## src/hw/rtl/pli_pkg.sv

```systemverilog
`timescale 1ns / 1ps

package pli_pkg;

  localparam int CenW       = 10;
  localparam int DatW       = 16;
  localparam int PtW        = 32;
  localparam int CfgIdxW    = 3;
  localparam int CfgDataW   = 32;
  localparam int MaxPoints  = 4;
  localparam int NumPointsDef = 4;

  // fraction t, 16 quotient bits, four per stage
  localparam int TW           = 16;
  localparam int DivStepsPerSt = 4;
  localparam int DivStages    = TW / DivStepsPerSt;

  // root of a 32-bit word, 16 root bits, four per stage
  localparam int RadW          = 32;
  localparam int RootW         = 16;
  localparam int RemW          = RootW + 2;
  localparam int SqrtStepsPerSt = 4;
  localparam int SqrtStages    = RootW / SqrtStepsPerSt;

  localparam logic [CenW-1:0] CentreRst [MaxPoints] = '{
    CenW'(50), CenW'(200), CenW'(400), CenW'(650)
  };

  typedef enum logic [CfgIdxW-1:0] {
    CfgCentre0 = 3'd0,
    CfgCentre1 = 3'd1,
    CfgCentre2 = 3'd2,
    CfgCentre3 = 3'd3,
    CfgPoint0  = 3'd4,
    CfgPoint1  = 3'd5,
    CfgPoint2  = 3'd6,
    CfgPoint3  = 3'd7
  } cfg_idx_e;

  typedef struct packed {
    logic [DatW-1:0] val_l;
    logic [DatW-1:0] err_l;
    logic [DatW-1:0] val_r;
    logic [DatW-1:0] err_r;
    logic            held;
  } pts_t;

  typedef struct packed {
    logic [CenW-1:0] rem;
    logic [CenW-1:0] den;
    logic [TW-1:0]   quo;
    pts_t            pts;
  } div_t;

  typedef struct packed {
    logic [RadW-1:0]  rad;
    logic [RemW-1:0]  rem;
    logic [RootW-1:0] root;
    logic [DatW-1:0]  val;
    logic             held;
  } sqrt_t;

  // restoring division, one quotient bit per step; rem stays below den
  function automatic div_t div_steps(div_t x);
    div_t        r;
    logic [CenW:0] sh;
    r = x;
    for (int i = 0; i < DivStepsPerSt; i++) begin
      sh = {r.rem, 1'b0};
      if (sh >= {1'b0, r.den}) begin
        r.rem = CenW'(sh - {1'b0, r.den});
        r.quo = {r.quo[TW-2:0], 1'b1};
      end else begin
        r.rem = sh[CenW-1:0];
        r.quo = {r.quo[TW-2:0], 1'b0};
      end
    end
    return r;
  endfunction

  // digit-by-digit square root, two radicand bits per step
  function automatic sqrt_t sqrt_steps(sqrt_t x);
    sqrt_t         r;
    logic [RemW+1:0] tmp;
    logic [RemW+1:0] tst;
    r = x;
    for (int i = 0; i < SqrtStepsPerSt; i++) begin
      tmp = {r.rem, r.rad[RadW-1 -: 2]};
      tst = (RemW+2)'({r.root, 2'b01});
      r.rad = {r.rad[RadW-3:0], 2'b00};
      if (tmp >= tst) begin
        r.rem  = RemW'(tmp - tst);
        r.root = {r.root[RootW-2:0], 1'b1};
      end else begin
        r.rem  = tmp[RemW-1:0];
        r.root = {r.root[RootW-2:0], 1'b0};
      end
    end
    return r;
  endfunction

endpackage

```

## src/hw/rtl/pli_sqrt.sv

```systemverilog
`timescale 1ns / 1ps

module pli_sqrt (
  input  logic           clk_i,
  input  logic           rst_ni,
  input  logic           vld_i,
  input  pli_pkg::sqrt_t sqrt_i,
  output logic           vld_o,
  output pli_pkg::sqrt_t sqrt_o
);
  import pli_pkg::*;

  sqrt_t st_q  [SqrtStages];
  logic  vld_q [SqrtStages];

  for (genvar s = 0; s < SqrtStages; s++) begin : g_st
    sqrt_t st_d;
    logic  vld_d;
    if (s == 0) begin : g_first
      assign st_d  = sqrt_steps(sqrt_i);
      assign vld_d = vld_i;
    end else begin : g_next
      assign st_d  = sqrt_steps(st_q[s-1]);
      assign vld_d = vld_q[s-1];
    end

    always_ff @(posedge clk_i or negedge rst_ni) begin
      if (!rst_ni) begin
        vld_q[s] <= 1'b0;
      end else begin
        vld_q[s] <= vld_d;
      end
    end

    always_ff @(posedge clk_i) begin
      st_q[s] <= st_d;
    end
  end

  assign vld_o  = vld_q[SqrtStages-1];
  assign sqrt_o = st_q[SqrtStages-1];

endmodule

```

## config.mk

```make
export PLATFORM = sky130hd
export DESIGN_NAME = pli_sqrt
export DESIGN_NICKNAME = d
export VERILOG_FILES = /design/src/hw/rtl/pli_pkg.sv /design/src/hw/rtl/pli_sqrt.sv
export SDC_FILE = /design/constraint.sdc
export NUM_CORES = 1
export LEC_CHECK = 0
export ABC_AREA = 1
export BUFFER_PORTS_ARGS = -buffer_cell sky130_fd_sc_hd__buf_4
export CORE_UTILIZATION = 57
export DETAILED_ROUTE_END_ITERATION = 6
export GPL_TIMING_DRIVEN = 0
export PLACE_DENSITY_LB_ADDON = 0.08
export SLEW_MARGIN = 0
export SYNTH_ARGS = -nofsm -noshare
export SYNTH_HDL_FRONTEND = slang
export SYNTH_SLANG_ARGS = --single-unit
```

## constraint.sdc

```tcl
create_clock -name clk_i -period 7.5 [get_ports clk_i]
set_input_delay 0.375 -clock clk_i [delete_from_list [all_inputs] [get_ports clk_i]]
set_output_delay 0.375 -clock clk_i [all_outputs]
set_load 0.05 [all_outputs]
```

==> flow_summary.ini <==
[status]
outcome = complete, but fails checks
violations = design-rule violations, negative setup slack

[global_route]
use_met3 = 0.0423
antenna_found_initial = 3
gr-max-usage-layer = met2
grt_overflow = 0
grt_pass1_vias = 24900
use_met2 = 0.653
grt_start_max_net_pins = 16
grt_use_total = 0.372
grt_pass1_wl_microns = 125000
grt_util_met1 = 0.443

[logic_synthesis]
syn_area_sq_um = 23200
yosysSeqAreaShare = 0.222
ys_types = 52
synthAdderAreaFrac = 0.155
synth-edff-count = 0
synth_top_family_by_area = simple AND/OR/NAND/NOR gates
syn_inst = 3494
synth-main-ff-cell = dfxtp_1
synth_compound_area_frac = 0.162
synth-xor-area-share = 0.0751
synthSimpleGateAreaFrac = 0.297
async_flop_share = 0.0156
muxShareOfSynthArea = 0
ys_warn_count = 0
synth-seq-cells = 256
avgSynthCellArea_sq_um = 6.64

[setup_path]
worstPathMaxFanout = 10
required_ns = 8.01
critPathLaunchType = flop
path_common_cell = nand2_1
slowest_delay_ns = 0.73
cp-end-kind = flop
arrival_ns = 8.99
crit_type = reg2reg
crit_slowest_cell = dfxtp_1
r2r_slack_ns = -0.99

[place]
port_buffers = 137
hpwl_microns = 58700
gp_congestion = 0.971

[sta]
period_share = 1.13
rsz0062_at_grt = true
finalSetupViolations = 32
maxSlewViolCount = 0
finalHoldViolations = 0
min_period_ns = 8.49
slew_headroom = 0.576
tightest_slew_ns = 0.635
setup_ws_ns = -0.986
timing.fmax_mhz = 118
skew_ns = 0.0300

[clocking]
insertion_delay_ns = 0.61
ctsLongestPathBuffers = 3
h-tree-depth = 1
clkTransAtPathRegs_ns = 0.08
tritoncts = yes
clock-sinks = 256
numCtsBuffers = 28
clockRootBuffer = clkbuf_16

[floorplan]
dieWidth_microns = 204
die-area_sq_um = 41500
initial_utilization = 0.582
num_io_pins = 170
row_count = 73
core-area_sq_um = 39900
die_h_microns = 204

[finish]
finalNetCount = 4417
layout-drive-gt1-share = 0.314
layout_commonest_cell = nand2_1
register_area_sq_um = 5210
area_delta_synth_final_pct = 40.8
final_core_util = 0.819
mostFrequentLayoutCells = nand2_1, buf_4, inv_1
fillers = 2452
multiInputGateArea_sq_um = 19300

[drt]
remaining_drc_errors = 12
vias_per_cell = 6.19
ant_nets = 0
drtIter0Drc = 3217
wire_per_inst_microns = 21.5
dr.pass1.iters = 7
vias = 28400
routed_wl_microns = 98800

[hold_path]
holdCritPathClass = in2reg

[run]
drv_cap = 0
## synth_stat cells (16+ instances only)
| cell | n | share of area |
|---|---|---|
| nand2_1 | 931 | 0.15 |
| inv_1 | 389 | 0.063 |
| ha_1 | 288 | 0.16 |
| o21ai_0 | 265 | 0.057 |
| a21oi_1 | 253 | 0.055 |
| dfxtp_1 | 252 | 0.22 |
| nor2_1 | 218 | 0.035 |
| nand3_1 | 202 | 0.044 |
| xor2_1 | 110 | 0.041 |
| xnor2_1 | 89 | 0.034 |
| nand2_2 | 51 | 0.014 |
| nor3_1 | 47 | 0.010 |
| nand4_1 | 40 | 0.011 |
| buf_4 | 37 | 0.012 |
| a21o_1 | 24 | 0.0078 |
| a31oi_1 | 24 | 0.0065 |
| o21ai_1 | 24 | 0.0052 |
| nand3b_1 | 21 | 0.0068 |
| o21bai_1 | 21 | 0.0068 |
| clkbuf_1 | 19 | 0.0031 |
| nand3_2 | 18 | 0.0078 |
| o21ai_2 | 16 | 0.0060 |
## what timing repair did
action / 4_1_cts / 5_1_grt
buffers inserted: 124 / 165
gates cloned: 1 / 7
setup endpoints to repair: 76 / 76
endpoints found under the hold margin: 58 / 0
pin swaps: 100 / 220
gates resized for setup: 398 / 618
hold buffers: 55 / 0
## per-stage QoR
| step | setup slack (ns) | TNS, ns | hold WS (ns) | area, sq um | std cells |
|---|---|---|---|---|---|
| 5_1_grt | -1.39 | -40.83 | 0.0373 | 32700 | 4590 |
| 4_1_cts | 0.000479 | 0 | 0.0444 | 28900 | 4418 |
| 3_5_place_dp | -2.18 | -145.47 | 0.176 | 25000 | 4187 |
| 2_1_floorplan | 0.259 | 0 | 0.0794 | 23300 | 3525 |
| 6_report | -0.986 | -18.37 | 0.0464 | 32700 | 4591 |
| 3_3_place_gp | -2.17 | -141.03 | 0.171 | 25000 | 4187 |
## flip-flops by register name, indices dropped and copies added (netlist names)
| register | cells |
|---|---|
| g_st.vld_d | 3 |
| st_q | 252 |
| vld_o | 1 |
## critical path, delay by kind of cell (launching register included)
family,cells,cell delay (ns)
flops,1,0.73
compound gates,8,1.63
fa+ha+maj,4,1.17
xor+xnor,1,0.13
buf+inv,10,1.43
simple gates,21,3.26
## worst paths after layout
kind,from,end,depth (start not counted)
setup / recovery,st_q[0][37],st_q[1][48],44
hold / removal,sqrt_i[75],st_q[0][33],2
setup reg to reg,st_q[0][37],st_q[1][48],44
hold reg to reg,st_q[0][66],st_q[1][74],0
max in group asynchronous,rst_ni,vld_o,2
min in group asynchronous,rst_ni,g_st[1].vld_d,2
## routing by layer
layer | share of wire | up-vias | wire length (microns)
met3 | 0.11 | 830 | 10700
met5 | 0 | - | 0
met4 | 0.093 | 0 | 9140
met1 | 0.35 | 12900 | 34200
met2 | 0.45 | 2058 | 44800
li1 | - | 12600 | -
## kinds of logic after synthesis
family	Yosys count
flip-flops	256
AND/OR/NAND/NOR	1583
AO/OA/AOI/OAI	681
adder cells (fa/ha/maj)	288
XOR/XNOR	199
other	1
buffers and inverters	486
## layout make-up
class                      instances  share of cell area
antenna                            2            0.000153
inverter                         405              0.0531
clock inverter                    17             0.00524
sequential                       256               0.159
timing repair buffer             489               0.121
clock buffer                      34              0.0234
multi-input combinational       2783               0.590
tap                              525              0.0201
buffer                            80              0.0270
Power is not shown: default switching activity piles up to over one toggle a cycle in this logic, so the estimate is an artifact.
