## src/hw/rtl/pli_pkg.sv

```systemverilog
`timescale 1ns / 1ps

package pli_pkg;

  localparam int CenW       = 10;
  localparam int DatW       = 16;
  localparam int PtW        = 32;
  localparam int CfgIdxW    = 3;
  localparam int CfgDataW   = 32;
  localparam int MaxPoints  = 4;
  localparam int NumPointsDef = 4;

  // fraction t, 16 quotient bits, four per stage
  localparam int TW           = 16;
  localparam int DivStepsPerSt = 4;
  localparam int DivStages    = TW / DivStepsPerSt;

  // root of a 32-bit word, 16 root bits, four per stage
  localparam int RadW          = 32;
  localparam int RootW         = 16;
  localparam int RemW          = RootW + 2;
  localparam int SqrtStepsPerSt = 4;
  localparam int SqrtStages    = RootW / SqrtStepsPerSt;

  localparam logic [CenW-1:0] CentreRst [MaxPoints] = '{
    CenW'(50), CenW'(200), CenW'(400), CenW'(650)
  };

  typedef enum logic [CfgIdxW-1:0] {
    CfgCentre0 = 3'd0,
    CfgCentre1 = 3'd1,
    CfgCentre2 = 3'd2,
    CfgCentre3 = 3'd3,
    CfgPoint0  = 3'd4,
    CfgPoint1  = 3'd5,
    CfgPoint2  = 3'd6,
    CfgPoint3  = 3'd7
  } cfg_idx_e;

  typedef struct packed {
    logic [DatW-1:0] val_l;
    logic [DatW-1:0] err_l;
    logic [DatW-1:0] val_r;
    logic [DatW-1:0] err_r;
    logic            held;
  } pts_t;

  typedef struct packed {
    logic [CenW-1:0] rem;
    logic [CenW-1:0] den;
    logic [TW-1:0]   quo;
    pts_t            pts;
  } div_t;

  typedef struct packed {
    logic [RadW-1:0]  rad;
    logic [RemW-1:0]  rem;
    logic [RootW-1:0] root;
    logic [DatW-1:0]  val;
    logic             held;
  } sqrt_t;

  // restoring division, one quotient bit per step; rem stays below den
  function automatic div_t div_steps(div_t x);
    div_t        r;
    logic [CenW:0] sh;
    r = x;
    for (int i = 0; i < DivStepsPerSt; i++) begin
      sh = {r.rem, 1'b0};
      if (sh >= {1'b0, r.den}) begin
        r.rem = CenW'(sh - {1'b0, r.den});
        r.quo = {r.quo[TW-2:0], 1'b1};
      end else begin
        r.rem = sh[CenW-1:0];
        r.quo = {r.quo[TW-2:0], 1'b0};
      end
    end
    return r;
  endfunction

  // digit-by-digit square root, two radicand bits per step
  function automatic sqrt_t sqrt_steps(sqrt_t x);
    sqrt_t         r;
    logic [RemW+1:0] tmp;
    logic [RemW+1:0] tst;
    r = x;
    for (int i = 0; i < SqrtStepsPerSt; i++) begin
      tmp = {r.rem, r.rad[RadW-1 -: 2]};
      tst = (RemW+2)'({r.root, 2'b01});
      r.rad = {r.rad[RadW-3:0], 2'b00};
      if (tmp >= tst) begin
        r.rem  = RemW'(tmp - tst);
        r.root = {r.root[RootW-2:0], 1'b1};
      end else begin
        r.rem  = tmp[RemW-1:0];
        r.root = {r.root[RootW-2:0], 1'b0};
      end
    end
    return r;
  endfunction

endpackage

```

## src/hw/rtl/pli_div.sv

```systemverilog
`timescale 1ns / 1ps

module pli_div (
  input  logic          clk_i,
  input  logic          rst_ni,
  input  logic          vld_i,
  input  pli_pkg::div_t div_i,
  output logic          vld_o,
  output pli_pkg::div_t div_o
);
  import pli_pkg::*;

  div_t st_q  [DivStages];
  logic vld_q [DivStages];

  for (genvar s = 0; s < DivStages; s++) begin : g_st
    div_t st_d;
    logic vld_d;
    if (s == 0) begin : g_first
      assign st_d  = div_steps(div_i);
      assign vld_d = vld_i;
    end else begin : g_next
      assign st_d  = div_steps(st_q[s-1]);
      assign vld_d = vld_q[s-1];
    end

    always_ff @(posedge clk_i or negedge rst_ni) begin
      if (!rst_ni) begin
        vld_q[s] <= 1'b0;
      end else begin
        vld_q[s] <= vld_d;
      end
    end

    always_ff @(posedge clk_i) begin
      st_q[s] <= st_d;
    end
  end

  assign vld_o = vld_q[DivStages-1];
  assign div_o = st_q[DivStages-1];

endmodule

```

## config.mk

```make
export PLATFORM = sky130hd
export DESIGN_NAME = pli_div
export DESIGN_NICKNAME = d
export VERILOG_FILES = /design/src/hw/rtl/pli_pkg.sv /design/src/hw/rtl/pli_div.sv
export SDC_FILE = /design/constraint.sdc
export NUM_CORES = 1
export LEC_CHECK = 0
export ABC_AREA = 0
export BUFFER_PORTS_ARGS = -buffer_cell sky130_fd_sc_hd__buf_2
export CORE_AREA = 2 2 182 318
export CTS_CLUSTER_DIAMETER = 30
export CTS_CLUSTER_SIZE = 16
export DETAILED_ROUTE_END_ITERATION = 10
export DIE_AREA = 0 0 184 320
export GPL_TIMING_DRIVEN = 1
export SYNTH_ARGS = -nofsm -noshare
export SYNTH_HDL_FRONTEND = slang
export SYNTH_SLANG_ARGS = --single-unit
```

## constraint.sdc

```tcl
create_clock -name clk_i -period 14.1 [get_ports clk_i]
set_input_delay 2.82 -clock clk_i [delete_from_list [all_inputs] [get_ports clk_i]]
set_output_delay 2.82 -clock clk_i [all_outputs]
set_load 0.05 [all_outputs]
```

==> reports/qor.txt, run 1 <==
GPL Wtd Cong - 0.909
Skew-Pair Late Insertion Delay - 0.60 ns
CP peak stage delay - 0.51 ns
status - complete, no violations
final setup violation count - 0
post-route cell area - 20,500 µm²
worst min path class - reg -> reg
Netlist cell types - 94
hold-fix buffers at CTS - 0
worst rel slew slack - 0.382
Hold Vio Cnt, Final - 0
minimum clock period - 11.45 ns
largest net degree at the start of global routing - 18
layout cells sized above 1 - 0.223
Post-DRT Antenna Nets - 0
Critical Path RT - 14.58 ns
Synth Cell Area - 16,700 µm²
Highest Clock Rate - 87.3 MHz
Syn. warnings - 0
vias per inst - 4.89
Slowest-stage cell, CP - or4b_4
Final Cycle Share - 0.812
Post-synth ARST share - 0.0104
drt initial violations - 489
Post-Route WL - 43,400 µm
non-filler instance count after layout - 2,561
placed instance count - 2,458
Setup crit end kind - flip-flop
unrepaired setup endpoints after global routing - false
initial antenna violation count - 2
die area - 58,900 µm²
FP Rows - 115
Setup TNS - 0 ns
Clock Skew - 0.0370 ns
Synth Instances - 1,582
Wirelength per Cell - 16.9 µm
number of port buffers - 189
IO Pins - 206
syn nets - 1,838
first-pass GRT wire length - 67,900 µm
CP max FO - 17
clk slew on worst S/H paths - 0.06 ns
Buf/Inv on CP - 2
vias in the first global route - 13,017
Synth Register Bits - 384
Slew Limit Fails - 0
CTS Buffer Depth - 3
drt drc - 0
Primary FF master, synth - dfxtp_1
Die Span X - 184 µm
syn_area_per_cell - 10.6 µm²
DIE HEIGHT - 320 µm
worst slew pin tran - 0.925 ns
post_cts resized - 0
delay-heaviest family, CP - compound AO/OA/AOI/OAI gates
core area - 56,100 µm²
Post-Place Cell Area - 18,500 µm²
GRT Residual Overflow - 0
CTS HTree Levels - 2
sequential area share after synthesis - 0.460
Initial Util - 0.298
final net count - 2,071
crit path DAT - 11.94 ns
Final HPWL DP - 34,300 µm
Num Clock Sinks - 384
vias - 12,533
CTS root buf - clkbuf_16
critical path class - in -> reg
n_diodes - 0
drt pass-1 iters - 5
Critical Path Most Common Cell - ha_1
CTS tree - done
CP Launch Type - primary input
max cap viols - 0
synth-to-layout area growth - 22.3%
clock buffer count from CTS - 57
fillers - 5,603
Post-synth EDFFs - 0
GRT Util Overall - 0.146
post-CTS setup buffer count - 0
synthesized netlist by cell type (all sizes together), types with 27 or more instances:
master  instances  area (µm²)
a21oi          88         448
o21ai          75         375
nand2          50         188
inv            86         328
xor2           32         280
nand3          27         145
mux2           84        1010
a21o           49         368
xnor2          61         534
ha            148        1850
dfxtp         380        7610
o21a           46         345
nor2           96         370
nor3           39         200
cell type report:
class | count | area (µm²) | area share
repair buffers | 190 | 953 | 0.0466
clock buffers | 67 | 1530 | 0.0745
flip-flops and latches | 384 | 7710 | 0.376
well taps | 702 | 878 | 0.0429
inverters | 87 | 332 | 0.0162
multi-input cells | 1095 | 8600 | 0.420
clock inverters | 36 | 473 | 0.0231
routing by layer:
metal  part of all wire  vias up  global-route usage
met5            0.00030        -                   0
met4              0.070        2               0.100
met3              0.054      153              0.0294
met2               0.52      389               0.278
met1               0.36     5773               0.137
li1                   -     6216                   -
kinds of logic after synthesis:
| family | count (synthesis) | synth area share |
|---|---|---|
| AOI/OAI and AO/OA | 403 | 0.171 |
| DFF | 384 | 0.460 |
| and+or+nand+nor | 353 | 0.111 |
| adders and majority gates | 152 | 0.115 |
| buffers and inverters | 103 | 0.0257 |
| muxes | 94 | 0.0676 |
| xor gates and xnor gates | 93 | 0.0487 |
cell usage in the layout, fill, tap and decap left out, types with 46 or more instances in the layout:
master,synthesis,layout
o21a_1,46,46
ha_1,148,148
dfxtp_1,380,380
mux2_2,67,67
nor2_1,94,94
a21o_1,49,49
xnor2_1,61,61
clkbuf_16,0,58
nand2_1,50,50
o21ai_0,73,73
inv_1,80,80
buf_2,7,189
a21oi_1,86,86
through the flow:
stage	utilization	hold slack [ns]	setup WS, ns
2_1_floorplan	-	0.310	3.80
3_3_place_gp	0.329	0.310	2.05
3_5_place_dp	0.329	0.312	1.99
4_1_cts	0.365	0.318	2.64
5_1_grt	0.365	0.317	1.88
6_report	0.365	0.317	2.65
state kept, by name, indices dropped and copies added, names as in the netlist:
| register | cells |
|---|---|
| st_q | 380 |
| g_st.vld_d | 3 |
| vld_o | 1 |
worst paths after layout:
kind	from	slack (ns)	endpoint	depth (start not counted)
hold reg to reg	st_q[1][68]	0.32	st_q[2][72]	0
hold / removal	st_q[1][68]	0.32	st_q[2][72]	0
min in group asynchronous	rst_ni	2.00	g_st[3].vld_d	1
max in group asynchronous	rst_ni	11.98	g_st[2].vld_d	1
setup / recovery	div_i[82]	2.65	st_q[0][93]	35
setup reg to reg	st_q[1][82]	2.82	st_q[2][100]	37
Power of run 1 is not shown: default switching activity piles up to over one toggle a cycle in this logic, so the estimate is an artifact.
==> run 2, diff against run 1 <==
Clock period 14.1 ns to 10.1 ns, I/O delays scaled along.
==> reports/qor.txt, run 2 (same netlist as run 1, synthesis figures left out) <==
Wirelength per Cell - 16.8 µm
core area - 56,100 µm²
Hold Vio Cnt, Final - 0
first-pass GRT wire length - 69,400 µm
clock buffer count from CTS - 59
CP max FO - 8
setup ws final - 0.516 ns
Critical Path RT - 10.61 ns
CP peak stage delay - 0.50 ns
GRT Residual Overflow - 0
worst hold stages - 0
drt pass-1 iters - 5
CTS HTree Levels - 2
die area - 58,900 µm²
crit path DAT - 10.10 ns
drt initial violations - 503
worst min path class - reg -> reg
Largest register FFs - 380
Final HPWL DP - 35,800 µm
Highest Clock Rate - 104 MHz
DIE HEIGHT - 320 µm
commonest non-fill, non-tap cell in the layout - dfxtp_1
IO Pins - 206
worst reg-to-reg setup slack - 0.66 ns
Final Cycle Share - 0.949
layout cells sized above 1 - 0.275
Slowest-stage cell, CP - or4b_4
vias - 13,264
GPL Wtd Cong - 0.938
delay-heaviest family, CP - compound AO/OA/AOI/OAI gates
most frequent cells in the layout - 380 x dfxtp_1, 189 x buf_2, 148 x ha_1, 118 x buf_4, 94 x nor2_1
Die Span X - 184 µm
Buf/Inv on CP - 6
RR Startpoint - st_q[2][82]
Skew-Pair Late Insertion Delay - 0.62 ns
clk slew on worst S/H paths - 0.06 ns
Worst setup startpoint - div_i[84]
largest register by flop count - st_q
FP Rows - 115
Setup TNS - 0 ns
initial antenna violation count - 2
Num Clock Sinks - 384
CTS root buf - clkbuf_16
unrepaired setup endpoints after global routing - false
area of the multi-input gates - 8610 µm²
Hold WS - 0.317 ns
final setup violation count - 0
dpl ws - -0.139 ns
CTS tree - done
GRT Util Overall - 0.149
worst reg2reg path depth - 34
max cap viols - 0
Setup crit end kind - flip-flop
Post-Route WL - 45,100 µm
Initial Util - 0.298
CP Launch Type - primary input
number of port buffers - 189
CTS Buffer Depth - 3
FF+latch area - 7710 µm²
Hold Startpoint - st_q[1][17]
vias in the first global route - 13,734
synth-to-layout area growth - 28.4%
drt drc - 0
Levels on crit path - 39
Slew Limit Fails - 0
worst slew pin tran - 0.928 ns
final net count - 2,191
Post-DRT Antenna Nets - 0
critical path class - in -> reg
minimum clock period - 9.58 ns
vias per inst - 4.94
status - complete, no violations
Clock Skew - 0.0436 ns
worst rel slew slack - 0.380
largest net degree at the start of global routing - 18
fillers - 5,495
[run 2: worst paths after layout]
kind                                       to
max in group asynchronous       g_st[2].vld_d
worst max-delay path              st_q[0][96]
min in group asynchronous       g_st[1].vld_d
worst min-delay path              st_q[2][17]
worst max register to register    st_q[3][99]
worst min register to register    st_q[2][17]
[run 2: repair_timing]
item                       in CTS  in global routing
gates resized for setup         0                  1
setup endpoints to repair       0                 16
buffers inserted                0                  4
hold buffers                    0                  0
[run 2: metrics by stage]
stage,instances,area [µm²],utilization
final,2687,21500,0.383
after detailed placement,2572,19300,0.345
after global placement,2572,19300,0.345
after floorplan,1582,16700,-
after global routing,2687,21500,0.383
after CTS,2682,21500,0.382
[run 2: per-layer routing]
metal | wire (µm) | global-route usage | vias to the layer above
li1 | - | - | 6481
met4 | 2910 | 0.102 | 2
met2 | 24100 | 0.294 | 429
met1 | 15400 | 0.131 | 6189
met5 | 15 | 0 | -
met3 | 2600 | 0.0322 | 163
[run 2: final cells by class]
| cell class | count | share of cell area |
|---|---|---|
| antenna | 1 | 0.000116 |
| clock buffer | 65 | 0.0720 |
| clock inverter | 45 | 0.0265 |
| inverter | 87 | 0.0154 |
| multi-input combinational | 1095 | 0.400 |
| sequential | 384 | 0.358 |
| tap | 702 | 0.0409 |
| timing repair buffer | 308 | 0.0861 |
[run 2: worst reg2reg max path, delay by kind of cell (launching register included)]
kind / cells / cell delay [ns]
AO/OA/AOI/OAI: 14 / 3.72
AND/OR/NAND/NOR: 8 / 1.57
multiplexers: 4 / 1.44
adder cells (fa/ha/maj): 5 / 1.36
buffers and inverters: 3 / 0.81
flip-flops: 1 / 0.45
Power of run 2 is left out for the same reason.
