===== config.mk =====
export PLATFORM = sky130hd
export DESIGN_NAME = pli_sel
export DESIGN_NICKNAME = d
export VERILOG_FILES = /design/src/hw/rtl/pli_pkg.sv /design/src/hw/rtl/pli_sel.sv
export SDC_FILE = /design/constraint.sdc
export NUM_CORES = 1
export LEC_CHECK = 0
export ABC_AREA = 1
export BUFFER_PORTS_ARGS = -buffer_cell sky130_fd_sc_hd__buf_2
export CORE_MARGIN = 2
export CORE_UTILIZATION = 45
export CTS_CLUSTER_DIAMETER = 150
export DETAILED_ROUTE_END_ITERATION = 6
export GPL_TIMING_DRIVEN = 0
export PLACE_DENSITY_LB_ADDON = 0.05
export RECOVER_POWER = 100
export SETUP_SLACK_MARGIN = 0.1
export SKIP_CTS_REPAIR_TIMING = 1
export SLEW_MARGIN = 20
export SYNTH_ARGS = -nofsm -noshare
export SYNTH_HDL_FRONTEND = slang
export SYNTH_SLANG_ARGS = --single-unit

===== constraint.sdc =====
create_clock -name clk_i -period 0.8 [get_ports clk_i]
set_input_delay 0.08 -clock clk_i [delete_from_list [all_inputs] [get_ports clk_i]]
set_output_delay 0.08 -clock clk_i [all_outputs]
set_load 0.02 [all_outputs]

===== src/hw/rtl/pli_pkg.sv =====
`timescale 1ns / 1ps

package pli_pkg;

  localparam int CenW       = 10;
  localparam int DatW       = 16;
  localparam int PtW        = 32;
  localparam int CfgIdxW    = 3;
  localparam int CfgDataW   = 32;
  localparam int MaxPoints  = 4;
  localparam int NumPointsDef = 4;

  // fraction t, 16 quotient bits, four per stage
  localparam int TW           = 16;
  localparam int DivStepsPerSt = 4;
  localparam int DivStages    = TW / DivStepsPerSt;

  // root of a 32-bit word, 16 root bits, four per stage
  localparam int RadW          = 32;
  localparam int RootW         = 16;
  localparam int RemW          = RootW + 2;
  localparam int SqrtStepsPerSt = 4;
  localparam int SqrtStages    = RootW / SqrtStepsPerSt;

  localparam logic [CenW-1:0] CentreRst [MaxPoints] = '{
    CenW'(50), CenW'(200), CenW'(400), CenW'(650)
  };

  typedef enum logic [CfgIdxW-1:0] {
    CfgCentre0 = 3'd0,
    CfgCentre1 = 3'd1,
    CfgCentre2 = 3'd2,
    CfgCentre3 = 3'd3,
    CfgPoint0  = 3'd4,
    CfgPoint1  = 3'd5,
    CfgPoint2  = 3'd6,
    CfgPoint3  = 3'd7
  } cfg_idx_e;

  typedef struct packed {
    logic [DatW-1:0] val_l;
    logic [DatW-1:0] err_l;
    logic [DatW-1:0] val_r;
    logic [DatW-1:0] err_r;
    logic            held;
  } pts_t;

  typedef struct packed {
    logic [CenW-1:0] rem;
    logic [CenW-1:0] den;
    logic [TW-1:0]   quo;
    pts_t            pts;
  } div_t;

  typedef struct packed {
    logic [RadW-1:0]  rad;
    logic [RemW-1:0]  rem;
    logic [RootW-1:0] root;
    logic [DatW-1:0]  val;
    logic             held;
  } sqrt_t;

  // restoring division, one quotient bit per step; rem stays below den
  function automatic div_t div_steps(div_t x);
    div_t        r;
    logic [CenW:0] sh;
    r = x;
    for (int i = 0; i < DivStepsPerSt; i++) begin
      sh = {r.rem, 1'b0};
      if (sh >= {1'b0, r.den}) begin
        r.rem = CenW'(sh - {1'b0, r.den});
        r.quo = {r.quo[TW-2:0], 1'b1};
      end else begin
        r.rem = sh[CenW-1:0];
        r.quo = {r.quo[TW-2:0], 1'b0};
      end
    end
    return r;
  endfunction

  // digit-by-digit square root, two radicand bits per step
  function automatic sqrt_t sqrt_steps(sqrt_t x);
    sqrt_t         r;
    logic [RemW+1:0] tmp;
    logic [RemW+1:0] tst;
    r = x;
    for (int i = 0; i < SqrtStepsPerSt; i++) begin
      tmp = {r.rem, r.rad[RadW-1 -: 2]};
      tst = (RemW+2)'({r.root, 2'b01});
      r.rad = {r.rad[RadW-3:0], 2'b00};
      if (tmp >= tst) begin
        r.rem  = RemW'(tmp - tst);
        r.root = {r.root[RootW-2:0], 1'b1};
      end else begin
        r.rem  = tmp[RemW-1:0];
        r.root = {r.root[RootW-2:0], 1'b0};
      end
    end
    return r;
  endfunction

endpackage


===== src/hw/rtl/pli_sel.sv =====
`timescale 1ns / 1ps

module pli_sel #(
  parameter int NumPoints = pli_pkg::NumPointsDef
) (
  input  logic                    clk_i,
  input  logic                    rst_ni,
  input  logic                    vld_i,
  input  logic [pli_pkg::CenW-1:0] query_i,
  input  logic [pli_pkg::CenW-1:0] centre_i [pli_pkg::MaxPoints],
  input  logic [pli_pkg::PtW-1:0]  point_i  [pli_pkg::MaxPoints],
  output logic                    vld_o,
  output pli_pkg::div_t           div_o
);
  import pli_pkg::*;

  localparam logic [1:0] LastIdx = 2'(NumPoints - 1);

  logic [1:0] j;
  logic [1:0] lidx;
  logic       flat;
  div_t       div_d, div_q;
  logic       vld_q;

  always_comb begin
    j = 2'd0;
    for (int k = 0; k < 2; k++) begin
      if ((k + 2 < NumPoints) && (j == 2'(k)) && (query_i > centre_i[k+1])) begin
        j = 2'(k + 1);
      end
    end
    flat           = 1'b0;
    lidx           = j;
    div_d.rem      = '0;
    div_d.den      = CenW'(1);
    div_d.quo      = '0;
    div_d.pts.held = 1'b0;
    if (query_i <= centre_i[0]) begin
      lidx = 2'd0;
      flat = 1'b1;
    end else if (query_i >= centre_i[LastIdx]) begin
      lidx           = LastIdx;
      flat           = 1'b1;
      div_d.pts.held = query_i > centre_i[LastIdx];
    end else if (centre_i[j + 2'd1] <= centre_i[j]) begin
      flat = 1'b1;
    end else if (query_i == centre_i[j + 2'd1]) begin
      // t = 1.0 does not fit the quotient; take the right point instead
      lidx = j + 2'd1;
      flat = 1'b1;
    end
    if (!flat) begin
      div_d.rem = query_i - centre_i[j];
      div_d.den = centre_i[j + 2'd1] - centre_i[j];
    end
    // t = 0 picks the left point exactly
    div_d.pts.val_l = point_i[lidx][PtW-1:DatW];
    div_d.pts.err_l = point_i[lidx][DatW-1:0];
    div_d.pts.val_r = point_i[lidx + 2'd1][PtW-1:DatW];
    div_d.pts.err_r = point_i[lidx + 2'd1][DatW-1:0];
  end

  always_ff @(posedge clk_i or negedge rst_ni) begin
    if (!rst_ni) begin
      vld_q <= 1'b0;
    end else begin
      vld_q <= vld_i;
    end
  end

  always_ff @(posedge clk_i) begin
    div_q <= div_d;
  end

  assign vld_o = vld_q;
  assign div_o = div_q;

endmodule


==> impl_summary.txt, run 1 <==
----------------------------------------------------
[Timing]
  Final Max Slew Viols ... 0
  Unrepaired setup endpoints after global routing ... true
  Max-slew headroom at the worst pin ... 57.6%
  Setup-failing EPs final ... 171
  Crit path setup slack, layout ... -3060 ps
  Post-route clock period utilization ... 482%
  Worst hold slack ... 11.4 ps
  Highest clock rate ... 259 MHz
  Worst-Margin Slew ... 635 ps
  Period minus WS final ... 3860 ps
  Total negative slack ... -250490 ps
  Final hold violations ... 0

[Logic synthesis]
  Yosys cell types ... 40
  Share of flip-flops with an asynchronous set or reset after synthesis ... 1.16%
  Cell count after synthesis ... 1188
  Post-synth top area cell ... sky130_fd_sc_hd__nand2_1
  Warning count from the yosys run ... 0
  Number of synthesized register bits ... 86
  Register area share after synthesis ... 23.9%
  Post-synthesis cell area ... 7210 µm²
  Post-synth EDFFs ... 0
  Most used standard cells in the synthesized netlist ... 487 x sky130_fd_sc_hd__nand2_1, 156 x sky130_fd_sc_hd__nand3_1, 129 x sky130_fd_sc_hd__inv_1, 85 x sky130_fd_sc_hd__dfxtp_1, 59 x sky130_fd_sc_hd__ha_1
  Mapped Avg Cell Area ... 6.07 µm²
  Most common flop cell mapped by yosys ... sky130_fd_sc_hd__dfxtp_1
  Most frequently used cell type in the post-synthesis netlist ... sky130_fd_sc_hd__nand2_1
  Top cells by area, synth ... sky130_fd_sc_hd__nand2_1 25%, sky130_fd_sc_hd__dfxtp_1 24%, sky130_fd_sc_hd__nand3_1 11%
  Yosys top cell area share ... 25.3%

[Placed design]
  Post-DP HPWL ... 19800 µm
  Placement Setup Slack ... -3900 ps
  Inst Count DP ... 1685
  Placed inst area ... 9130 µm²
  Global placer's final weighted congestion ... 0.958
  # port buffers ... 266

[Pwr]
  Power share of the clock group ... 19.4%
  Peak ir drop on the vdd network ... 1.33 mV
  Switching pwr ... 9.89 mW
  Static power due to leakage ... 6.27 nW
  Power density over the cells ... 2070 nW/µm²
  Overall power of the completed layout ... 24.1 mW
  Share of power burned in registers ... 24.7%
  Proportion of power drawn by combinational gates ... 55.9%
  Fraction of power spent switching nets ... 41.1%
  Cell-internal power ... 14.2 mW

[Die]
  Die Outline Area ... 17100 µm²
  Die width ... 131 µm
  Y dimension of the die ... 131 µm
  Effective utilization at floorplan ... 45.7%
  Ports placed on the boundary ... 283
  Row Count ... 46
  Area of the core ... 15800 µm²

[Final layout]
  Fraction of layout cells with a size suffix above 1 ... 42.9%
  Layout Area Growth over Synthesis ... 61.0%
  Core occupancy in the finished layout ... 73.6%
  Net count reported at finish ... 1763
  Fillers ... 1302
  Number of standard cells in the final layout excluding fillers ... 1744
  Final cell area excluding filler cells ... 11600 µm²

[Critical path]
  Slowest stage delay, CP ... 350 ps
  Kind of cell with the highest combined delay on the critical path ... simple AND/OR/NAND/NOR gates
  Category of the worst setup path capture point ... flop
  Buffering stage count on the worst path with inverters included ... 10
  Cell type with the highest occurrence count on the critical path ... sky130_fd_sc_hd__nand2_1
  Arrival time of data at the critical path endpoint ... 4120 ps
  Slowest library cell on the worst path ... sky130_fd_sc_hd__fa_2
  Required time at the endpoint of the critical path ... 1060 ps
  Crit path launch type ... primary input
  Largest fanout on the critical path ... 8
  Critical path start-end classification ... in2reg

[GRT]
  GRT met1 Usage ... 37.3%
  Via count of the first global-routing pass ... 7617
  Overall routing resource usage ... 28.1%
  Grt total ovfl ... 0
  Initial antenna violation count ... 0
  Pin count of the biggest net entering global routing ... 15
  Wire length of the first global-routing pass ... 37500 µm
  Global-route track usage on met2 ... 45.8%
  Busiest layer in global routing ... met2
  Met3 global-route usage ... 4.32%

[Clocking]
  TritonCTS sink count ... 86
  TritonCTS clock tree ... done
  Post-CTS clock slew at the launch and capture registers of the worst setup and hold paths ... 70 ps
  Root buffer selected by CTS ... sky130_fd_sc_hd__clkbuf_16
  Number of levels the H-tree was split into ... 3
  Max Root-Sink Buffers ... 2
  Cts bufs inserted ... 9

[Route]
  Average vias per placed instance ... 5.15
  Via count ... 8978
  DRC violation count after routing ... 0
  Post-detailed-route wirelength per cell ... 16.0 µm
  First-pass DRT Iterations ... 5
  Detailed router's first-iteration violation count ... 655
  Detailed Route WL ... 27900 µm
  Remaining antenna violation count ... 0

[Worst hold path]
  End point of the most critical hold path ... div_o[9]$_DFF_P_
  Startpoint of the lowest-slack hold path ... point_i[72]
  Kind of path behind the tightest hold check ... in2reg
  Worst hold stages ... 5

[Outcome]
  Run status ... finished with violations
  Violations in the final reports ... setup timing

[Flow run]
  Max capacitance violation total ... 0

----------------------------------------------------
[worst max-delay path by stage]
stage	startpoint	to	slack, ps	depth (start not counted)
4_1_cts	query_i[9]	div_o[25]$_DFF_P_	-3560	29
3_5_place_dp	query_i[9]	div_o[25]$_DFF_P_	-3900	29
2_1_floorplan	centre_i[28]	div_o[34]$_DFF_P_	-2760	30
5_1_grt	centre_i[24]	div_o[2]$_DFF_P_	-3270	34
6_report	centre_i[24]	div_o[2]$_DFF_P_	-3060	34
3_3_place_gp	query_i[8]	div_o[25]$_DFF_P_	-3890	30
[placed cells by master, fill, tap and decap left out, types with 18 or more instances in the layout]
cell type and instances:
sky130_fd_sc_hd__a21oi_1 18, sky130_fd_sc_hd__buf_2 159, sky130_fd_sc_hd__buf_4 54, sky130_fd_sc_hd__buf_6 113, sky130_fd_sc_hd__clkbuf_16 18, sky130_fd_sc_hd__dfxtp_2 81
sky130_fd_sc_hd__ha_1 33, sky130_fd_sc_hd__ha_4 24, sky130_fd_sc_hd__inv_1 104, sky130_fd_sc_hd__nand2_1 429, sky130_fd_sc_hd__nand2_2 46, sky130_fd_sc_hd__nand3_1 130
sky130_fd_sc_hd__nand3_2 28, sky130_fd_sc_hd__nand3b_1 33, sky130_fd_sc_hd__nor2_1 32
[cells by family after synthesis]
group	share of synthesized area, %
AO/OA/AOI/OAI	5.46
XOR/XNOR	1.09
adder cells (fa/ha/maj)	10.8
buffers and inverters	13.3
flip-flops	23.9
other	0.0520
AND/OR/NAND/NOR	45.3
[metal layers]
metal	vias to the layer above	wire, µm
met5	-	0
met4	0	1020
met3	71	2270
met2	456	12900
met1	4040	11600
li1	4411	-
[registers in the layout (all words and copies together), names as in the netlist]
name and flops:
div_o 85, vld_o 1
[layout make-up]
cell class | instances | area [µm²] | area share, %
multi-input combinational | 908 | 5490 | 47.3
timing repair buffer | 306 | 2480 | 21.3
sequential | 86 | 1830 | 15.7
buffer | 75 | 646 | 5.56
inverter | 134 | 571 | 4.91
tap | 216 | 270 | 2.33
clock buffer | 11 | 233 | 2.00
clock inverter | 5 | 83.8 | 0.722
timing repair inverter | 1 | 5.00 | 0.0431
antenna | 2 | 5.00 | 0.0431
[power by group through the flow]
| stage | clock [mW] | sequential (mW) | combinational [mW] |
|---|---|---|---|
| after floorplan | 0 | 6.90 | 5.45 |
| after global routing | 4.82 | 6.01 | 14.6 |
| after detailed placement | 0 | 5.58 | 9.92 |
| final | 4.67 | 5.94 | 13.5 |
| after CTS | 4.66 | 5.49 | 9.96 |
| after global placement | 0 | 5.57 | 9.86 |
(Power assumes the default switching activity.)
==> inputs of run 2 (changes only) <==
Settings changed: BUFFER_PORTS_ARGS -buffer_cell sky130_fd_sc_hd__buf_2 to -buffer_cell sky130_fd_sc_hd__clkbuf_2, GPL_TIMING_DRIVEN 0 to unset.
==> run 2 against run 1 <==
  * The flow still finishes with violations (setup timing)
  * Combinational power rose by 13%
  * Global-route usage fell by 1.5 points
  * Critical path type unchanged
  * Critical path depth fell by 4
  * Sequential share of layout area fell by 1.1 points
  * Sequential power rose by 1%
  * Utilization rose by 5.7 points
  * Final area rose by 7.7%
==> impl_summary.txt, run 2 (same netlist as run 1, synthesis figures left out) <==
----------------------------------------------------
[Pwr]
  Power density over the cells ... 2040 nW/µm² (was 2070 nW/µm²)
  Peak ir drop on the vdd network ... 1.33 mV (about the same)
  Static power due to leakage ... 6.82 nW (was 6.27 nW)
  Overall power of the completed layout ... 25.5 mW (was 24.1 mW)

[Critical path]
  Required time at the endpoint of the critical path ... 1040 ps (was 1060 ps)
  Slowest stage delay, CP ... 340 ps (was 350 ps)
  Category of the worst setup path capture point ... flop (unchanged)
  Largest fanout on the critical path ... 7 (was 8)
  Cell type with the highest occurrence count on the critical path ... sky130_fd_sc_hd__nand2_1 (unchanged)
  Buffering stage count on the worst path with inverters included ... 6 (was 10)
  Slowest library cell on the worst path ... sky130_fd_sc_hd__ha_1 (was sky130_fd_sc_hd__fa_2)
  Crit path launch ... centre_i[27] (was centre_i[24])
  Crit path launch type ... primary input (unchanged)
  End point of the critical path ... div_o[8]$_DFF_P_ (was div_o[2]$_DFF_P_)
  Kind of cell with the highest combined delay on the critical path ... simple AND/OR/NAND/NOR gates (unchanged)
  Arrival time of data at the critical path endpoint ... 3910 ps (was 4120 ps)
  Critical path start-end classification ... in2reg (unchanged)
  Critical Path Stages ... 30 (was 34)

[Placed design]
  Global placer's final weighted congestion ... 0.987 (was 0.958)
  Post-DP HPWL ... 18900 µm (was 19800 µm)
  Inst Count DP ... 1767 (was 1685)
  # port buffers ... 266 (unchanged)
  Placement Setup Slack ... -3210 ps (was -3900 ps)

[Clocking]
  TritonCTS clock tree ... done (unchanged)
  TritonCTS sink count ... 86 (unchanged)
  Number of levels the H-tree was split into ... 3 (unchanged)
  Max Root-Sink Buffers ... 2 (unchanged)
  Root buffer selected by CTS ... sky130_fd_sc_hd__clkbuf_16 (unchanged)
  Post-CTS clock slew at the launch and capture registers of the worst setup and hold paths ... 70 ps (about the same)
  Cts bufs inserted ... 9 (unchanged)

[GRT]
  Via count of the first global-routing pass ... 7775 (was 7617)
  Pin count of the biggest net entering global routing ... 70 (was 15)
  Initial antenna violation count ... 0 (unchanged)
  Wire length of the first global-routing pass ... 36400 µm (was 37500 µm)
  Overall routing resource usage ... 26.6% (was 28.1%)
  Grt total ovfl ... 0 (unchanged)

[Final layout]
  Fraction of layout cells with a size suffix above 1 ... 47.5% (was 42.9%)
  Layout Area Growth over Synthesis ... 73.4% (was 61.0%)
  Fillers ... 1131 (was 1302)
  Most frequent cells in the layout ... 439 x sky130_fd_sc_hd__nand2_1, 167 x sky130_fd_sc_hd__clkbuf_2, 153 x sky130_fd_sc_hd__buf_4 (was 429 x sky130_fd_sc_hd__nand2_1, 159 x sky130_fd_sc_hd__buf_2, 130 x sky130_fd_sc_hd__nand3_1)
  Max FFs per register ... 85 (unchanged)
  Commonest non-fill, non-tap cell in the layout ... sky130_fd_sc_hd__nand2_1 (unchanged)
  Number of standard cells in the final layout excluding fillers ... 1830 (was 1744)
  Final antenna diode count ... 0 (was 2)
  Net count reported at finish ... 1852 (was 1763)

[Timing]
  Highest clock rate ... 273 MHz (was 259 MHz)
  Final Max Slew Viols ... 0 (unchanged)
  Setup-failing EPs final ... 171 (unchanged)
  Final hold violations ... 0 (unchanged)
  Period minus WS final ... 3660 ps (was 3860 ps)
  Worst hold slack ... 26.3 ps (was 11.4 ps)
  Post-route clock period utilization ... 458% (was 482%)
  Unrepaired setup endpoints after global routing ... true (unchanged)
  Crit path setup slack, layout ... -2860 ps (was -3060 ps)

[Route]
  Detailed Route WL ... 29000 µm (was 27900 µm)
  Average vias per placed instance ... 5.14 (was 5.15)
  First-pass DRT Iterations ... 5 (unchanged)
  Post-detailed-route wirelength per cell ... 15.9 µm (was 16.0 µm)
  Via count ... 9401 (was 8978)
  Detailed router's first-iteration violation count ... 577 (was 655)
  Remaining antenna violation count ... 0 (unchanged)
  DRC violation count after routing ... 0 (unchanged)

[Flow run]
  Max capacitance violation total ... 0 (unchanged)

[Die]
  Die width ... 131 µm (unchanged)
  Ports placed on the boundary ... 283 (unchanged)
  Die Outline Area ... 17100 µm² (unchanged)
  Row Count ... 46 (unchanged)
  Y dimension of the die ... 131 µm (unchanged)
  Area of the core ... 15800 µm² (unchanged)
  Effective utilization at floorplan ... 45.7% (unchanged)

[Worst hold path]
  Kind of path behind the tightest hold check ... in2reg (unchanged)
  Worst hold stages ... 3 (was 5)

[Outcome]
  Violations in the final reports ... setup timing (unchanged)
  Run status ... finished with violations (unchanged)

----------------------------------------------------
## run 2: report_power, final
group / internal (mW) / leakage (nW) / switching (mW)
clock: 2.50 / 0.143 / 1.77
sequential: 5.49 / 0.734 / 0.514
combinational: 7.32 / 5.94 / 7.91
total: 15.3 / 6.82 / 10.2
## run 2: through the flow
step / utilization (%) / area (µm²) / TNS (ps)
finish: 79.3 / 12500 / -230150
global route: 79.3 / 12500 / -250130
CTS: 65.1 / 10300 / -239930
detailed placement: 63.3 / 9980 / -260630
global placement: 63.3 / 9980 / -250860
floorplan: - / 7530 / -222970
## run 2: final cells by class
type	instances	area [µm²]	share of cell area (%)
Timing Repair Buffer	470	4010	32.0
Tap cell	216	270	2.16
Clock buffer	12	246	1.97
Multi-Input combinational cell	909	5550	44.4
Clock inverter	3	43.8	0.350
Sequential cell	86	1830	14.7
Inverter	134	553	4.42
## run 2: worst min path at each step
stage,startpoint,to,slack [ps]
finish,point_i[63],div_o[64]$_DFF_P_,30
global route,point_i[53],div_o[54]$_DFF_P_,50
CTS,rst_ni,vld_o$_DFF_PN0_,-510
detailed placement,rst_ni,vld_o$_DFF_PN0_,-140
global placement,rst_ni,vld_o$_DFF_PN0_,-140
floorplan,rst_ni,vld_o$_DFF_PN0_,-220
## run 2: per-layer routing
metal	wire [µm]	global-route usage [%]	up-vias
li1	-	-	4599
met1	11200	33.7	4228
met2	14100	44.3	477
met3	2510	5.09	97
met4	1250	11.5	0
met5	0	0	-
## run 2: tightest hold or removal path: cells and delay by family
family | cells | cell delay [ps]
compound gates | 2 | 170
buf+inv | 1 | 90
==> inputs of run 3 (changes only) <==
Settings changed: CORE_ASPECT_RATIO set to 1.1.
==> run 3 against run 2 <==
  * The flow still finishes with violations (setup timing)
  * Fmax increased by 3.1%
  * Sequential power down 5.2%
  * Global-route usage up 0.081 points
  * Count of clock-buffer cells in the layout unchanged
  * Flip-flop and latch count stayed put
  * Final area is 7.1% lower
  * Cell count is 2.1% lower
  * Total power down 9.4%
  * Via count decreased by 2.8%
  * Combinational power fell by 12%
  * Setup slack better by 110 ps
  * Critical path depth decreased by 1
  * Largest cell class unchanged
  * Largest power group unchanged
  * Highest routed layer unchanged
==> impl_summary.txt, run 3 (same netlist as run 1, synthesis figures left out) <==
----------------------------------------------------
[Pwr]
  Power share of the clock group ... 17.3% (was 16.7%)
  Cell-internal power ... 13.5 mW (was 15.3 mW)
  Peak ir drop on the vdd network ... 1.13 mV (was 1.33 mV)
  Fraction of power spent switching nets ... 41.5% (was 40.0%)
  Switching pwr ... 9.60 mW (was 10.2 mW)
  Static power due to leakage ... 6.53 nW (was 6.82 nW)
  Power density over the cells ... 1990 nW/µm² (was 2040 nW/µm²)
  Share of power burned in registers ... 24.6% (was 23.6%)
  Proportion of power drawn by combinational gates ... 58.1% (was 59.7%)

[Die]
  Ports placed on the boundary ... 283 (unchanged)
  Effective utilization at floorplan ... 46.0% (was 45.7%)
  Die Outline Area ... 17100 µm² (about the same)
  Y dimension of the die ... 137 µm (was 131 µm)
  Die width ... 125 µm (was 131 µm)
  Row Count ... 48 (was 46)
  Area of the core ... 15700 µm² (was 15800 µm²)

[Critical path]
  Category of the worst setup path capture point ... flop (unchanged)
  Slowest stage delay, CP ... 350 ps (was 340 ps)
  Cell type with the highest occurrence count on the critical path ... sky130_fd_sc_hd__nand2_1 (unchanged)
  Largest fanout on the critical path ... 6 (was 7)
  Slowest library cell on the worst path ... sky130_fd_sc_hd__ha_1 (unchanged)
  Arrival time of data at the critical path endpoint ... 3790 ps (was 3910 ps)
  Buffering stage count on the worst path with inverters included ... 6 (unchanged)
  Crit path launch type ... primary input (unchanged)
  Crit path launch ... query_i[9] (was centre_i[27])
  Kind of cell with the highest combined delay on the critical path ... simple AND/OR/NAND/NOR gates (unchanged)
  Critical path start-end classification ... in2reg (unchanged)
  Required time at the endpoint of the critical path ... 1040 ps (about the same)

[Final layout]
  Core occupancy in the finished layout ... 74.1% (was 79.3%)
  Final cell area excluding filler cells ... 11600 µm² (was 12500 µm²)
  Layout Area Growth over Synthesis ... 61.1% (was 73.4%)
  Fraction of layout cells with a size suffix above 1 ... 41.7% (was 47.5%)
  Net count reported at finish ... 1828 (was 1852)
  Max FFs per register ... 85 (unchanged)
  Most frequent cells in the layout ... 423 x sky130_fd_sc_hd__nand2_1, 227 x sky130_fd_sc_hd__clkbuf_2, 147 x sky130_fd_sc_hd__nand3_1 (was 439 x sky130_fd_sc_hd__nand2_1, 167 x sky130_fd_sc_hd__clkbuf_2, 153 x sky130_fd_sc_hd__buf_4)
  Commonest non-fill, non-tap cell in the layout ... sky130_fd_sc_hd__nand2_1 (unchanged)

[Route]
  Detailed router's first-iteration violation count ... 561 (was 577)
  Average vias per placed instance ... 5.10 (was 5.14)
  Detailed Route WL ... 26600 µm (was 29000 µm)
  Via count ... 9141 (was 9401)
  Highest metal layer used by the detailed router ... met4 (unchanged)
  Remaining antenna violation count ... 0 (unchanged)
  Post-detailed-route wirelength per cell ... 14.9 µm (was 15.9 µm)
  Length of routed met2 wiring ... 14000 µm (was 14100 µm)
  First-pass DRT Iterations ... 7 (was 5)
  Routed length on met3 ... 1630 µm (was 2510 µm)
  Metal-1 WL ... 9930 µm (was 11200 µm)
  DRC violation count after routing ... 0 (unchanged)

[Timing]
  Highest clock rate ... 282 MHz (was 273 MHz)
  Unrepaired setup endpoints after global routing ... true (unchanged)
  Setup-failing EPs final ... 171 (unchanged)
  Final Max Slew Viols ... 0 (unchanged)
  Total negative slack ... -227080 ps (was -230150 ps)
  Period minus WS final ... 3550 ps (was 3660 ps)
  Final hold violations ... 0 (unchanged)
  Post-route clock period utilization ... 444% (was 458%)
  Crit path setup slack, layout ... -2750 ps (was -2860 ps)

[Placed design]
  Global placer's final weighted congestion ... 0.930 (was 0.987)
  Placement Setup Slack ... -3310 ps (was -3210 ps)
  Placed inst area ... 9910 µm² (was 9980 µm²)
  # port buffers ... 266 (unchanged)
  Post-DP HPWL ... 19000 µm (was 18900 µm)

[GRT]
  Via count of the first global-routing pass ... 7891 (was 7775)
  Overall routing resource usage ... 26.7% (was 26.6%)
  Initial antenna violation count ... 1 (was 0)
  Wire length of the first global-routing pass ... 37200 µm (was 36400 µm)
  Grt total ovfl ... 0 (unchanged)
  Pin count of the biggest net entering global routing ... 57 (was 70)

[Outcome]
  Run status ... finished with violations (unchanged)
  Violations in the final reports ... setup timing (unchanged)

[Flow run]
  Max capacitance violation total ... 0 (unchanged)

[Clocking]
  Root buffer selected by CTS ... sky130_fd_sc_hd__clkbuf_16 (unchanged)
  TritonCTS clock tree ... done (unchanged)
  Max Root-Sink Buffers ... 2 (unchanged)
  Cts bufs inserted ... 9 (unchanged)
  TritonCTS sink count ... 86 (unchanged)
  Post-CTS clock slew at the launch and capture registers of the worst setup and hold paths ... 70 ps (about the same)
  Number of levels the H-tree was split into ... 3 (unchanged)

[Worst hold path]
  Kind of path behind the tightest hold check ... in2async (was in2reg)

----------------------------------------------------
-- run 3: how the worst max path moves through the flow --
| stage | depth (start not counted) | to | slack [ps] |
|---|---|---|---|
| 6_report | 29 | div_o[61]$_DFF_P_ | -2750 |
| 5_1_grt | 35 | div_o[29]$_DFF_P_ | -2960 |
| 4_1_cts | 27 | div_o[27]$_DFF_P_ | -2960 |
| 3_5_place_dp | 27 | div_o[27]$_DFF_P_ | -3310 |
| 3_3_place_gp | 27 | div_o[31]$_DFF_P_ | -3220 |
| 2_1_floorplan | 30 | div_o[34]$_DFF_P_ | -2760 |
-- run 3: cell type report --
| class | instances | area [µm²] |
|---|---|---|
| clock buffers | 12 | 246 |
| multi-input cells | 908 | 5420 |
| repair buffers | 447 | 3350 |
| flip-flops and latches | 86 | 1750 |
| inverters | 134 | 558 |
| fillers | 1228 | 4060 |
| clock inverters | 4 | 32.5 |
| well taps | 200 | 250 |
| diodes | 1 | 2.50 |
-- run 3: metrics by stage --
| stage | cells | hold slack, ps | power (mW) |
|---|---|---|---|
| 2_1_floorplan | 1203 | -216 | 12.3 |
| 3_3_place_gp | 1746 | -145 | 16.6 |
| 3_5_place_dp | 1746 | -144 | 16.7 |
| 4_1_cts | 1762 | -509 | 20.7 |
| 5_1_grt | 1791 | 52.0 | 24.5 |
| 6_report | 1792 | 36.6 | 23.1 |
-- run 3: power by group through the flow --
| stage | Sequential, mW | Combinational [mW] | Clock, mW |
|---|---|---|---|
| after global routing | 5.76 | 14.5 | 4.20 |
| final | 5.70 | 13.4 | 4.00 |
| after CTS | 5.60 | 11.0 | 4.06 |
| after detailed placement | 5.69 | 11.0 | 0 |
| after global placement | 5.69 | 10.9 | 0 |
| after floorplan | 6.90 | 5.45 | 0 |
-- run 3: layer usage --
metal | GRT usage (%) | vias up
met5 | 0 | -
met1 | 29.4 | 4143
met3 | 3.60 | 79
met4 | 11.5 | 0
met2 | 51.4 | 374
li1 | - | 4545
